### src/rtl/hia_pkg.sv
// shared codes, types and helpers of the id allocator
package hia_pkg;

  localparam int OP_W       = 2;
  localparam int ID_W       = 10;
  localparam int LIMIT_W    = 11;
  localparam int HANDLE_W   = 32;
  localparam int STATUS_W   = 2;
  localparam int WORD_W     = 32;
  localparam int BIT_IDX_W  = 5;
  localparam int WORD_IDX_W = ID_W - BIT_IDX_W;

  localparam int DEF_SLOT_BITS    = 5;
  localparam int DEF_LEVEL_COUNT  = 2;
  localparam int DEF_HANDLE_WIDTH = 32;

  typedef enum logic [OP_W-1:0] {
    OP_ALLOC   = 2'd0,
    OP_REMOVE  = 2'd1,
    OP_FIND    = 2'd2,
    OP_REPLACE = 2'd3
  } op_t;

  typedef enum logic [STATUS_W-1:0] {
    ST_OK        = 2'd0,
    ST_BAD_START = 2'd1,
    ST_NO_SPACE  = 2'd2,
    ST_NOT_ALLOC = 2'd3
  } status_t;

  typedef enum logic [1:0] {
    RES_NONE   = 2'd0,
    RES_ID     = 2'd1,
    RES_HANDLE = 2'd2
  } res_sel_t;

  // controller to datapath
  typedef struct packed {
    logic     load;
    logic     next_word;
    logic     alloc_commit;
    logic     clear_used;
    logic     ram_write_key;
    logic     set_result;
    res_sel_t res_sel;
    status_t  res_status;
    logic     out_load;
  } hia_cmd_t;

  // datapath to controller
  typedef struct packed {
    op_t  op;
    logic bad_start;
    logic beyond;
    logic key_used;
    logic probe_hit;
    logic over_limit;
    logic cand_ok;
    logic out_free;
  } hia_stat_t;

  // index of the lowest set bit, zero when none
  function automatic logic [BIT_IDX_W-1:0] lowest_set(input logic [WORD_W-1:0] v);
    logic [BIT_IDX_W-1:0] r;
    r = '0;
    for (int i = WORD_W - 1; i >= 0; i--) begin
      if (v[i]) r = BIT_IDX_W'(i);
    end
    return r;
  endfunction

endpackage

### src/rtl/hia_ctrl.sv
// request sequencer of the id allocator
module hia_ctrl (
  input  logic               clk,
  input  logic               rst,
  input  logic               in_valid,
  output logic               in_stall,
  input  hia_pkg::hia_stat_t stat,
  output hia_pkg::hia_cmd_t  cmd
);
  import hia_pkg::*;

  typedef enum logic [2:0] {
    S_IDLE,
    S_LOOK,
    S_SCAN,
    S_FETCH,
    S_RESULT
  } state_t;

  state_t state;
  state_t state_next;

  assign in_stall = (state != S_IDLE);

  always_comb begin
    cmd        = '0;
    state_next = state;
    unique case (state)
      S_IDLE: begin
        if (in_valid) begin
          cmd.load   = 1'b1;
          state_next = S_LOOK;
        end
      end
      S_LOOK: begin
        cmd.set_result = 1'b1;
        cmd.res_sel    = RES_NONE;
        state_next     = S_RESULT;
        if (stat.op == OP_ALLOC) begin
          if (stat.bad_start) begin
            cmd.res_status = ST_BAD_START;
          end else if (stat.beyond) begin
            cmd.res_status = ST_NO_SPACE;
          end else if (stat.probe_hit) begin
            // lowest free slot in the start word; past the limit means nothing fits
            if (stat.over_limit) begin
              cmd.res_status = ST_NO_SPACE;
            end else begin
              cmd.alloc_commit = 1'b1;
              cmd.res_status   = ST_OK;
              cmd.res_sel      = RES_ID;
            end
          end else if (stat.cand_ok) begin
            cmd.set_result = 1'b0;
            cmd.next_word  = 1'b1;
            state_next     = S_SCAN;
          end else begin
            cmd.res_status = ST_NO_SPACE;
          end
        end else if (stat.beyond || !stat.key_used) begin
          cmd.res_status = ST_NOT_ALLOC;
        end else if (stat.op == OP_REMOVE) begin
          cmd.clear_used = 1'b1;
          cmd.res_status = ST_OK;
        end else begin
          // handle read is under way
          cmd.set_result = 1'b0;
          state_next     = S_FETCH;
        end
      end
      S_SCAN: begin
        cmd.set_result = 1'b1;
        state_next     = S_RESULT;
        if (stat.probe_hit && !stat.over_limit) begin
          cmd.alloc_commit = 1'b1;
          cmd.res_status   = ST_OK;
          cmd.res_sel      = RES_ID;
        end else begin
          cmd.res_status = ST_NO_SPACE;
          cmd.res_sel    = RES_NONE;
        end
      end
      S_FETCH: begin
        cmd.set_result    = 1'b1;
        cmd.res_status    = ST_OK;
        cmd.res_sel       = RES_HANDLE;
        cmd.ram_write_key = (stat.op == OP_REPLACE);
        state_next        = S_RESULT;
      end
      S_RESULT: begin
        if (stat.out_free) begin
          cmd.out_load = 1'b1;
          state_next   = S_IDLE;
        end
      end
      default: state_next = S_IDLE;
    endcase
  end

  always_ff @(posedge clk) begin
    if (rst) begin
      state <= S_IDLE;
    end else begin
      state <= state_next;
    end
  end

  // a word picked from the summary must hold a free slot
  a_scan_hit: assert property (@(posedge clk) disable iff (rst)
    (state == S_SCAN) |-> stat.probe_hit)
    else $error("summary names a full word");

  a_out_free: assert property (@(posedge clk) disable iff (rst)
    cmd.out_load |-> stat.out_free)
    else $error("output word overwritten");

  a_fetch_order: assert property (@(posedge clk) disable iff (rst)
    (state == S_FETCH) |-> ($past(state) == S_LOOK && stat.key_used))
    else $error("handle fetch without allocated key");

  a_replace_only: assert property (@(posedge clk) disable iff (rst)
    cmd.ram_write_key |-> (stat.op == OP_REPLACE && !cmd.alloc_commit))
    else $error("handle write outside replace");

endmodule

### config.mk
export PLATFORM = sky130hd
export DESIGN_NAME = hia_ctrl
export DESIGN_NICKNAME = d
export VERILOG_FILES = /design/src/rtl/hia_pkg.sv /design/src/rtl/hia_ctrl.sv
export SDC_FILE = /design/constraint.sdc
export NUM_CORES = 1
export LEC_CHECK = 0
export BUFFER_PORTS_ARGS = -buffer_cell sky130_fd_sc_hd__buf_2
export CORE_AREA = 2 2 39 41
export CTS_BUF_LIST = sky130_fd_sc_hd__clkbuf_16
export CTS_CLUSTER_SIZE = 25
export DETAILED_ROUTE_END_ITERATION = 8
export DIE_AREA = 0 0 41 43
export PLACE_DENSITY = 0.66
export RECOVER_POWER = 100
export SYNTH_ARGS = -nofsm -noshare
export SYNTH_HDL_FRONTEND = slang
export SYNTH_SLANG_ARGS = --single-unit
### constraint.sdc
create_clock -name clk -period 2.1 [get_ports clk]
set_clock_uncertainty 0.2 [all_clocks]
set_input_delay 0.315 -clock clk [delete_from_list [all_inputs] [get_ports clk]]
set_output_delay 0.315 -clock clk [all_outputs]
set_load 0.005 [all_outputs]
**After elaboration in Yosys (flattened, before gate mapping)**

Cells that the tools add are included.

- ROM bits: 0
- Memories kept: 0
- Bits in latches: 0
- Output and inout bits: 12
- Register bits after elaboration: 3
- Logic and storage cells: 65
- Input port bits: 12
- RAM bits: 0

- $mul: 0
- Equal/unequal tests: 8
- Bitwise gates (word level): 0
- Mux-type cells: 47
- Shifts and indexed selects: 0
- Order comparisons: 0
- Divide/modulo/power cells: 0
- Reductions and logical operators: 9
- $add $sub $neg: 0

Operator list:

| kind | number |
|---|---|
| $mux 3 | 12 |
| $mux 2 | 12 |
| $mux 1 | 20 |
| $pmux 5 s3 | 1 |
| $pmux 3 s4 | 1 |
| $eq 3x2->1 const B | 2 |
| $ne 2x2->1 const B | 2 |
| $eq 3x1->1 const B | 1 |
| $eq 3x3->1 const B | 1 |
| $logic_not 3->1 | 1 |
| $reduce_bool 3->1 | 1 |
| $eq 2x1->1 const B | 1 |
| $eq 2x2->1 const B | 1 |
| $logic_not 1->1 | 2 |
| $logic_not 2->1 | 1 |
| $pmux 1 s2 | 1 |
| $reduce_and 2->1 | 1 |
| $reduce_or 2->1 | 1 |
| $logic_and 1x1->1 | 1 |
| $logic_or 1x1->1 | 1 |

**Depth between registers and ports, before layout**

Gate-level depths: netlist (run 1).

- Word-level depth: 6
- Gate-level depth with buffers: 4
- Depth with buffers taken out: 3

**Least setup slack after synthesis (run 1)**

No wires, ideal clock.

- Path type: input port to output port
- Start: input port stat[2] (netlist name)
- End: output port cmd[2] (netlist name)
- Buffers on the path: 0
- Setup slack: 602 ps
- Cell stages on the path: 3
- Arrival: 983 ps
- Data required time: 1585 ps
- Cells stage by stage: nand2b_1 -> a2111oi_0 -> o31ai_1

RTL lines:

| item | line | text |
|---|---|---|
| start, declared | hia_ctrl.sv:7 | `input hia_pkg::hia_stat_t stat,` |
| end, declared | hia_ctrl.sv:8 | `output hia_pkg::hia_cmd_t cmd` |

==> results of run 1 <==
[worst paths after layout]
| path | end | startpoint | slack [ns] |
|---|---|---|---|
| hold reg to reg | state[2] | state[0] | 0.47 |
| hold / removal | state[0] | rst | 0.09 |
| setup / recovery | cmd[2] | state[2] | 0.17 |
| setup reg to reg | state[0] | state[1] | 0.84 |
[area by class of cell]
cell class,instances,area share
Timing Repair Buffer,23,0.1923
Tap cell,16,0.03620
Clock inverter,1,0.006787
Multi-Input combinational cell,39,0.5181
Sequential cell,3,0.1109
Clock buffer,3,0.1357
[cells in the mapped netlist (all sizes together), types with 2 or more instances]
| cell type | number | share of area |
|---|---|---|
| dfxtp | 3 | 0.16 |
| and2 | 2 | 0.040 |
| a211oi | 3 | 0.060 |
| nand3b | 4 | 0.090 |
| nor4b | 3 | 0.12 |
| nor2b | 2 | 0.060 |
| nor3b | 2 | 0.053 |
| nor2 | 5 | 0.050 |
| nand2b | 5 | 0.083 |
| nor3 | 2 | 0.027 |
[cells by family after synthesis]
family | count (synthesis) | share of synthesized area
compound gates | 9 | 0.1761
buf+inv | 1 | 0.01994
flops | 3 | 0.1595
simple gates | 30 | 0.6445
[where the power goes]
part	total [mW]	switching, mW	internal [mW]	leakage [nW]
registers	0.0677	0.00688	0.0608	0.0249
logic	0.0566	0.0284	0.0283	0.161
clock network	0.308	0.0612	0.246	0.0423
[timing repair]
action	CTS	global route
hold buffers	0	0
setup buffers	0	0
gates resized for setup	0	1
endpoints found under the hold margin	0	0
endpoints found under the setup margin	0	1
[worst register-to-register path, cell delays in order, from the launching register on]
cell and delay [ns]:
dfxtp_1 0.37, nor4b_1 0.45, a21oi_1 0.08, nor2_1 0.09
[per-layer routing]
layer / global-route usage / share of wire
met4: 0.08000 / 0.020
met2: 0.1719 / 0.45
met3: 0.01571 / 0.085
met5: 0 / 0
met1: 0.1597 / 0.44
==> out/summary.txt, run 1 <==
DIE WIDTH - 41 um
fin area - 553.0 um^2
Post-DP Area - 504.2 um^2
clk sinks - 3
worst slew pin tran - 0.4143 ns
drt pass-1 iters - 4
outcome - finished clean
CP endpoint kind - primary output
Multi-input gate area - 286.5 um^2
I/O Pins - 24
DRC - 0
Synth Flop Type - dfxtp_1
HP Class - in -> reg
Row Count - 14
cell family with most CP delay - flip-flops
Yosys reg bits - 3
Num CTS Buffers - 3
largest net degree at the start of global routing - 11
Max-slew headroom - 0.7199
max FFs per register - 3
Synth-to-Final Area Change - 46.84%
Clk Latency, worst-skew pair - 0.23 ns
commonest non-fill, non-tap cell in the layout - buf_2
Routed WL - 937 um
Inst Count DP - 81
number of cells on the critical path - 4
first-pass GRT wire length - 1.435 mm
commonest non-fill, non-tap cells in the layout - buf_2 (16), clkbuf_1 (7), nor2_1 (5), nand2b_1 (5)
Startpoint Class - flop
die area - 1763 um^2
setup TNS - 0 ns
CP max stage cell - dfxtp_1
WP buf/inv - 1
critical path peak fanout - 9
die height - 43 um
n_diodes - 0
vias in the first global route - 345
Via Count - 420
final-report hold violation count - 0
vias per cell - 4.941
number of max-cap violations - 0
synthesized area - 376.6 um^2
final HPWL from detailed placement - 732 um
final setup margin - 0.1714 ns
# H-tree levels - 1
Starting DRT DRC Count - 5
Pwr Total - 0.4319 mW
fmax - 518.5 MHz
PortBufs - 23
Layout fillers - 148
biggest regs - state: 3 flops
starting density of the core - 0.2722
synthesized net count - 55
Crit Path Category - reg -> out
Place WS - 0.3011 ns
EDFF count, synth - 0
CTS tree - built
wire per inst - 11.02 um
register area - 61.31 um^2
Critical Path RT - 1.58 ns
Hold Worst Slack - 0.08875 ns
RePlAce Congestion - 0.7628
Final setup viols - 0
Post-Syn Instances - 43
Longest Clk Path Bufs - 2
Core Util, Final - 0.3996
fin crit period - 1.929 ns
RSZ-0062 raised after global routing - no
nets - 82
worst hold path cell count - 2
Yosys warning count - 0
Period Utilization, post-route - 0.9184
share of layout cells above drive strength 1 - 0.3478
async set-or-reset flop fraction in the synthesized netlist - 0
max incr delay on CP - 0.39 ns
core area - 1384 um^2
crit path cell chain - nor3b_1 -> o21ai_1 -> o31ai_1 -> clkbuf_1
most flop-heavy register - state
clock slew at reported path FFs - 0.03 ns
ANT nets after route - 0
average cell area after synthesis - 8.758 um^2
number of standard cells in the final layout excluding fillers - 85
P per Cell Area - 781.0 nW/um^2
worst ir drop on vdd - 0.0006152 V
Worst EP arrival - 1.41 ns
gr usage total - 0.1202
leakage - 0.2278 nW
Synth cell types - 26
initial antenna violation count - 0
Final Slew Violations - 0
grt ovf - 0
R2R depth - 3
clock root cell - clkbuf_16
post-synthesis sequential area ratio - 0.1595
(Power assumes the default switching activity.)
==> run 2: changes to the inputs <==
--- a/constraint.sdc
+++ b/constraint.sdc
@@ -4,2 +4,2 @@
 set_output_delay 0.315 -clock clk [all_outputs]
-set_load 0.005 [all_outputs]
+set_load 0.02 [all_outputs]
==> out/summary.txt, run 2 (synthesis results as in run 1) <==
clock slew at reported path FFs - 0.03 ns
Clk Latency, worst-skew pair - 0.22 ns
outcome - finished clean
final HPWL from detailed placement - 713.2 um
I/O Pins - 24
ANT nets after route - 0
fin crit period - 1.992 ns
die height - 43 um
Inst Count DP - 81
Worst EP arrival - 1.48 ns
RePlAce Congestion - 0.7626
commonest non-fill, non-tap cells in the layout - buf_2 (14), clkbuf_1 (7), nor2_1 (5), nand2b_1 (5)
most flop-heavy register - state
starting density of the core - 0.2722
die area - 1763 um^2
share of layout cells above drive strength 1 - 0.3913
Synth-to-Final Area Change - 49.50%
register area - 61.31 um^2
Max-slew headroom - 0.6923
Row Count - 14
commonest non-fill, non-tap cell in the layout - buf_2
HP Class - in -> reg
CP endpoint kind - primary output
DRC - 0
nets - 82
RSZ-0062 raised after global routing - no
gr usage total - 0.1232
Num CTS Buffers - 3
Period Utilization, post-route - 0.9486
critical path peak fanout - 9
final-report hold violation count - 0
drt pass-1 iters - 4
clock root cell - clkbuf_16
leakage - 0.2313 nW
Crit Path Category - reg -> out
Post-CTS Hold Buffers - 0
Final setup viols - 0
vias in the first global route - 368
grt ovf - 0
first-pass GRT wire length - 1.518 mm
worst ir drop on vdd - 0.0004007 V
Via Count - 426
Multi-input gate area - 296.5 um^2
setup TNS - 0 ns
number of max-cap violations - 0
DIE WIDTH - 41 um
initial antenna violation count - 0
max FFs per register - 3
Longest Clk Path Bufs - 2
Starting DRT DRC Count - 8
Core Util, Final - 0.4069
# H-tree levels - 1
biggest regs - state: 3 flops
n_diodes - 0
P per Cell Area - 780.1 nW/um^2
wire per inst - 11.08 um
CTS tree - built
fmax - 502.0 MHz
Layout fillers - 153
Routed WL - 942 um
PortBufs - 23
Startpoint Class - flop
largest net degree at the start of global routing - 11
Critical Path RT - 1.58 ns
clk sinks - 3
number of standard cells in the final layout excluding fillers - 85
vias per cell - 5.012
Final Slew Violations - 0
core area - 1384 um^2
worst slew pin tran - 0.4551 ns
run 2: path summary, 6_finish.rpt:
check                           startpoint        to  slack, ns  cells after the start
worst max-delay path              state[1]    cmd[6]       0.11                      4
worst min-delay path                   rst  state[0]       0.09                      2
worst max register to register    state[2]  state[2]       0.76                      3
worst min register to register    state[0]  state[2]       0.48                      3
run 2: critical path: stages, from the launching register on:
cell and delay [ns]:
dfxtp_1 0.49, nor2b_4 0.24, and2_4 0.15, and3_1 0.14, clkbuf_1 0.23
run 2: layout make-up:
| cell class | instances | share of cell area |
|---|---|---|
| sequential | 3 | 0.1089 |
| tap | 16 | 0.03556 |
| multi-input combinational | 39 | 0.5267 |
| clock inverter | 1 | 0.006667 |
| timing repair buffer | 23 | 0.1889 |
| clock buffer | 3 | 0.1333 |
run 2: repair_timing:
action / in CTS / in global routing
endpoints found under the setup margin: 0 / 2
gates resized for setup: 0 / 1
setup buffers: 0 / 0
run 2: per-stage QoR:
stage	total power [mW]	instance area [um^2]	worst slack, ns	hold slack (ns)
global placement	0.1415	504.2	0.2785	0.3309
detailed placement	0.1420	504.2	0.2616	0.3302
global route	0.4540	563.0	0.04822	0.1206
finish	0.4392	563.0	0.1079	0.09373
floorplan	0.1125	376.6	0.2969	0.1874
CTS	0.4446	583.1	0.05814	0.09979
run 2: report_power, final:
part | internal [mW] | leakage [nW] | switching [mW]
Clock | 0.246 | 0.0423 | 0.0553
Sequential | 0.0608 | 0.0249 | 0.00742
Combinational | 0.0295 | 0.164 | 0.0403
Total | 0.336 | 0.231 | 0.103
run 2: routing by layer:
layer	global-route usage	part of all wire	wire length (um)
met1	0.1789	0.49	458
met4	0.06000	0	0
met2	0.1719	0.44	416
met3	0.01571	0.071	67
met5	0	0	0
==> run 3: changes to the inputs <==
ABC_AREA = 1   (was unset)
PLACE_DENSITY = 0.65   (was 0.66)
RECOVER_POWER = 50   (was 100)
==> out/summary.txt, run 3 <==
Post-DP Area - 494.2 um^2
post-synth top area share - 0.1672
clock slew at reported path FFs - 0.03 ns
starting density of the core - 0.2595
Num CTS Buffers - 3
synth cell count leaders - inv_1 (12), nand2_1 (11), nand3_1 (6), nor2_1 (6)
WHS Endpoint - state[1]
Yosys warning count - 0
Final setup viols - 0
PortBufs - 23
capturing point of the worst reg2reg path - state[0]
setup TNS - 0 ns
final-report hold violation count - 0
reg-to-reg critical path startpoint - state[0]
number of max-cap violations - 0
Worst EP arrival - 1.34 ns
core area - 1384 um^2
critical path peak fanout - 7
Synth cell types - 16
RePlAce Congestion - 0.7902
Clk Latency, worst-skew pair - 0.22 ns
most frequent cell after synthesis - inv_1
largest area contributor in the netlist - dfxtp_1
CP max stage cell - dfxtp_1
Max-slew headroom - 0.8250
vias per cell - 4.308
Setup Buffers After CTS - 0
CTS resizes - 0
# H-tree levels - 1
max FFs per register - 3
share of layout cells above drive strength 1 - 0.3523
synthesized net count - 73
HP Class - in -> reg
worst ir drop on vdd - 0.0005049 V
Row Count - 14
initial antenna violation count - 0
wire per inst - 8.163 um
R2R setup slack - 0.79 ns
clock root cell - clkbuf_16
Pwr Total - 0.4381 mW
grt ovf - 0
outcome - finished clean
HP Start - rst
R2R depth - 6
biggest regs - state: 3 flops
CTS tree - built
vias in the first global route - 409
average cell area after synthesis - 5.887 um^2
ANT nets after route - 0
async set-or-reset flop fraction in the synthesized netlist - 0
Crit Path Category - reg -> out
clk sinks - 3
commonest non-fill, non-tap cell in the layout - buf_2
Final Slew Violations - 0
Critical Path RT - 1.58 ns
WP buf/inv - 2
DIE WIDTH - 41 um
Period Utilization, post-route - 0.8813
Hold Worst Slack - 0.07722 ns
Synth-to-Final Area Change - 56.45%
cell family with most CP delay - simple AND/OR/NAND/NOR gates
final setup margin - 0.2493 ns
synthesized area - 359.1 um^2
P per Cell Area - 779.8 nW/um^2
post-synthesis sequential area ratio - 0.1672
Post-Syn Instances - 61
n_diodes - 0
fin area - 561.8 um^2
first-pass GRT wire length - 1.428 mm
Routed WL - 849 um
commonest non-fill, non-tap cells in the layout - buf_2 (20), inv_1 (15), nand2_1 (11)
die height - 43 um
RSZ-0062 raised after global routing - no
fmax - 540.3 MHz
nets - 101
Post-CTS Hold Buffers - 0
leakage - 0.3246 nW
drt pass-1 iters - 3
worst hold path cell count - 2
largest net degree at the start of global routing - 8
Via Count - 448
Longest Clk Path Bufs - 2
max incr delay on CP - 0.36 ns
worst slew pin tran - 0.2622 ns
fin crit period - 1.851 ns
CP endpoint kind - primary output
final HPWL from detailed placement - 723.7 um
Startpoint Class - flop
Starting DRT DRC Count - 6
Place WS - 0.4694 ns
Yosys reg bits - 3
EDFF count, synth - 0
crit path cell chain - inv_1 -> nor2_8 -> nand2_4 -> nor2_1 -> nand2_1 -> o21ai_0 -> buf_2
Synth Flop Type - dfxtp_1
most flop-heavy register - state
I/O Pins - 24
gr usage total - 0.1212
DRC - 0
Area contributors post-synth - dfxtp_1 (17%), inv_1 (13%), nand2_1 (11%)
Layout fillers - 158
die area - 1763 um^2
run 3: worst register-to-register path, delay by kind of cell, from the launching register on:
kind	cells	cell delay [ns]
buf+inv	1	0.14
simple gates	5	0.54
flops	1	0.36
run 3: layer usage:
metal,up-vias,share of wire,track usage
met1,185,0.45,0.1310
met4,0,0.029,0.08000
li1,243,-,-
met2,17,0.45,0.1844
met3,3,0.068,0.04712
met5,-,0,0
run 3: area by class of cell:
cell class | instances | area, um^2 | share of cell area
clock inverter | 1 | 3.754 | 0.006682
sequential | 3 | 60.06 | 0.1069
clock buffer | 3 | 75.07 | 0.1336
timing repair buffer | 23 | 111.4 | 0.1982
inverter | 15 | 56.30 | 0.1002
multi-input combinational | 43 | 235.2 | 0.4187
tap | 16 | 20.02 | 0.03563
run 3: worst max-delay path by stage:
stage,end,from,cells past startpoint
final,cmd[2],state[0],7
after global placement,cmd[8],stat[7],7
after global routing,cmd[2],state[0],7
after detailed placement,cmd[3],stat[7],7
after floorplan,cmd[7],state[0],4
after CTS,cmd[2],state[0],7
run 3: cells by family after synthesis:
logic type / synth area share
and+or+nand+nor: 0.6341
buffers and inverters: 0.1568
AOI/OAI and AO/OA: 0.04180
DFF: 0.1673
run 3: power breakdown:
group / internal [mW] / switching [mW] / total [mW]
registers: 0.0604 / 0.00439 / 0.0648
logic: 0.0273 / 0.0489 / 0.0762
clock network: 0.245 / 0.0516 / 0.297
run 3: metrics by stage:
stage               cells    util
floorplan              61       -
global placement      100  0.3571
detailed placement    100  0.3571
CTS                   104  0.4141
global route          104  0.4060
finish                104  0.4060
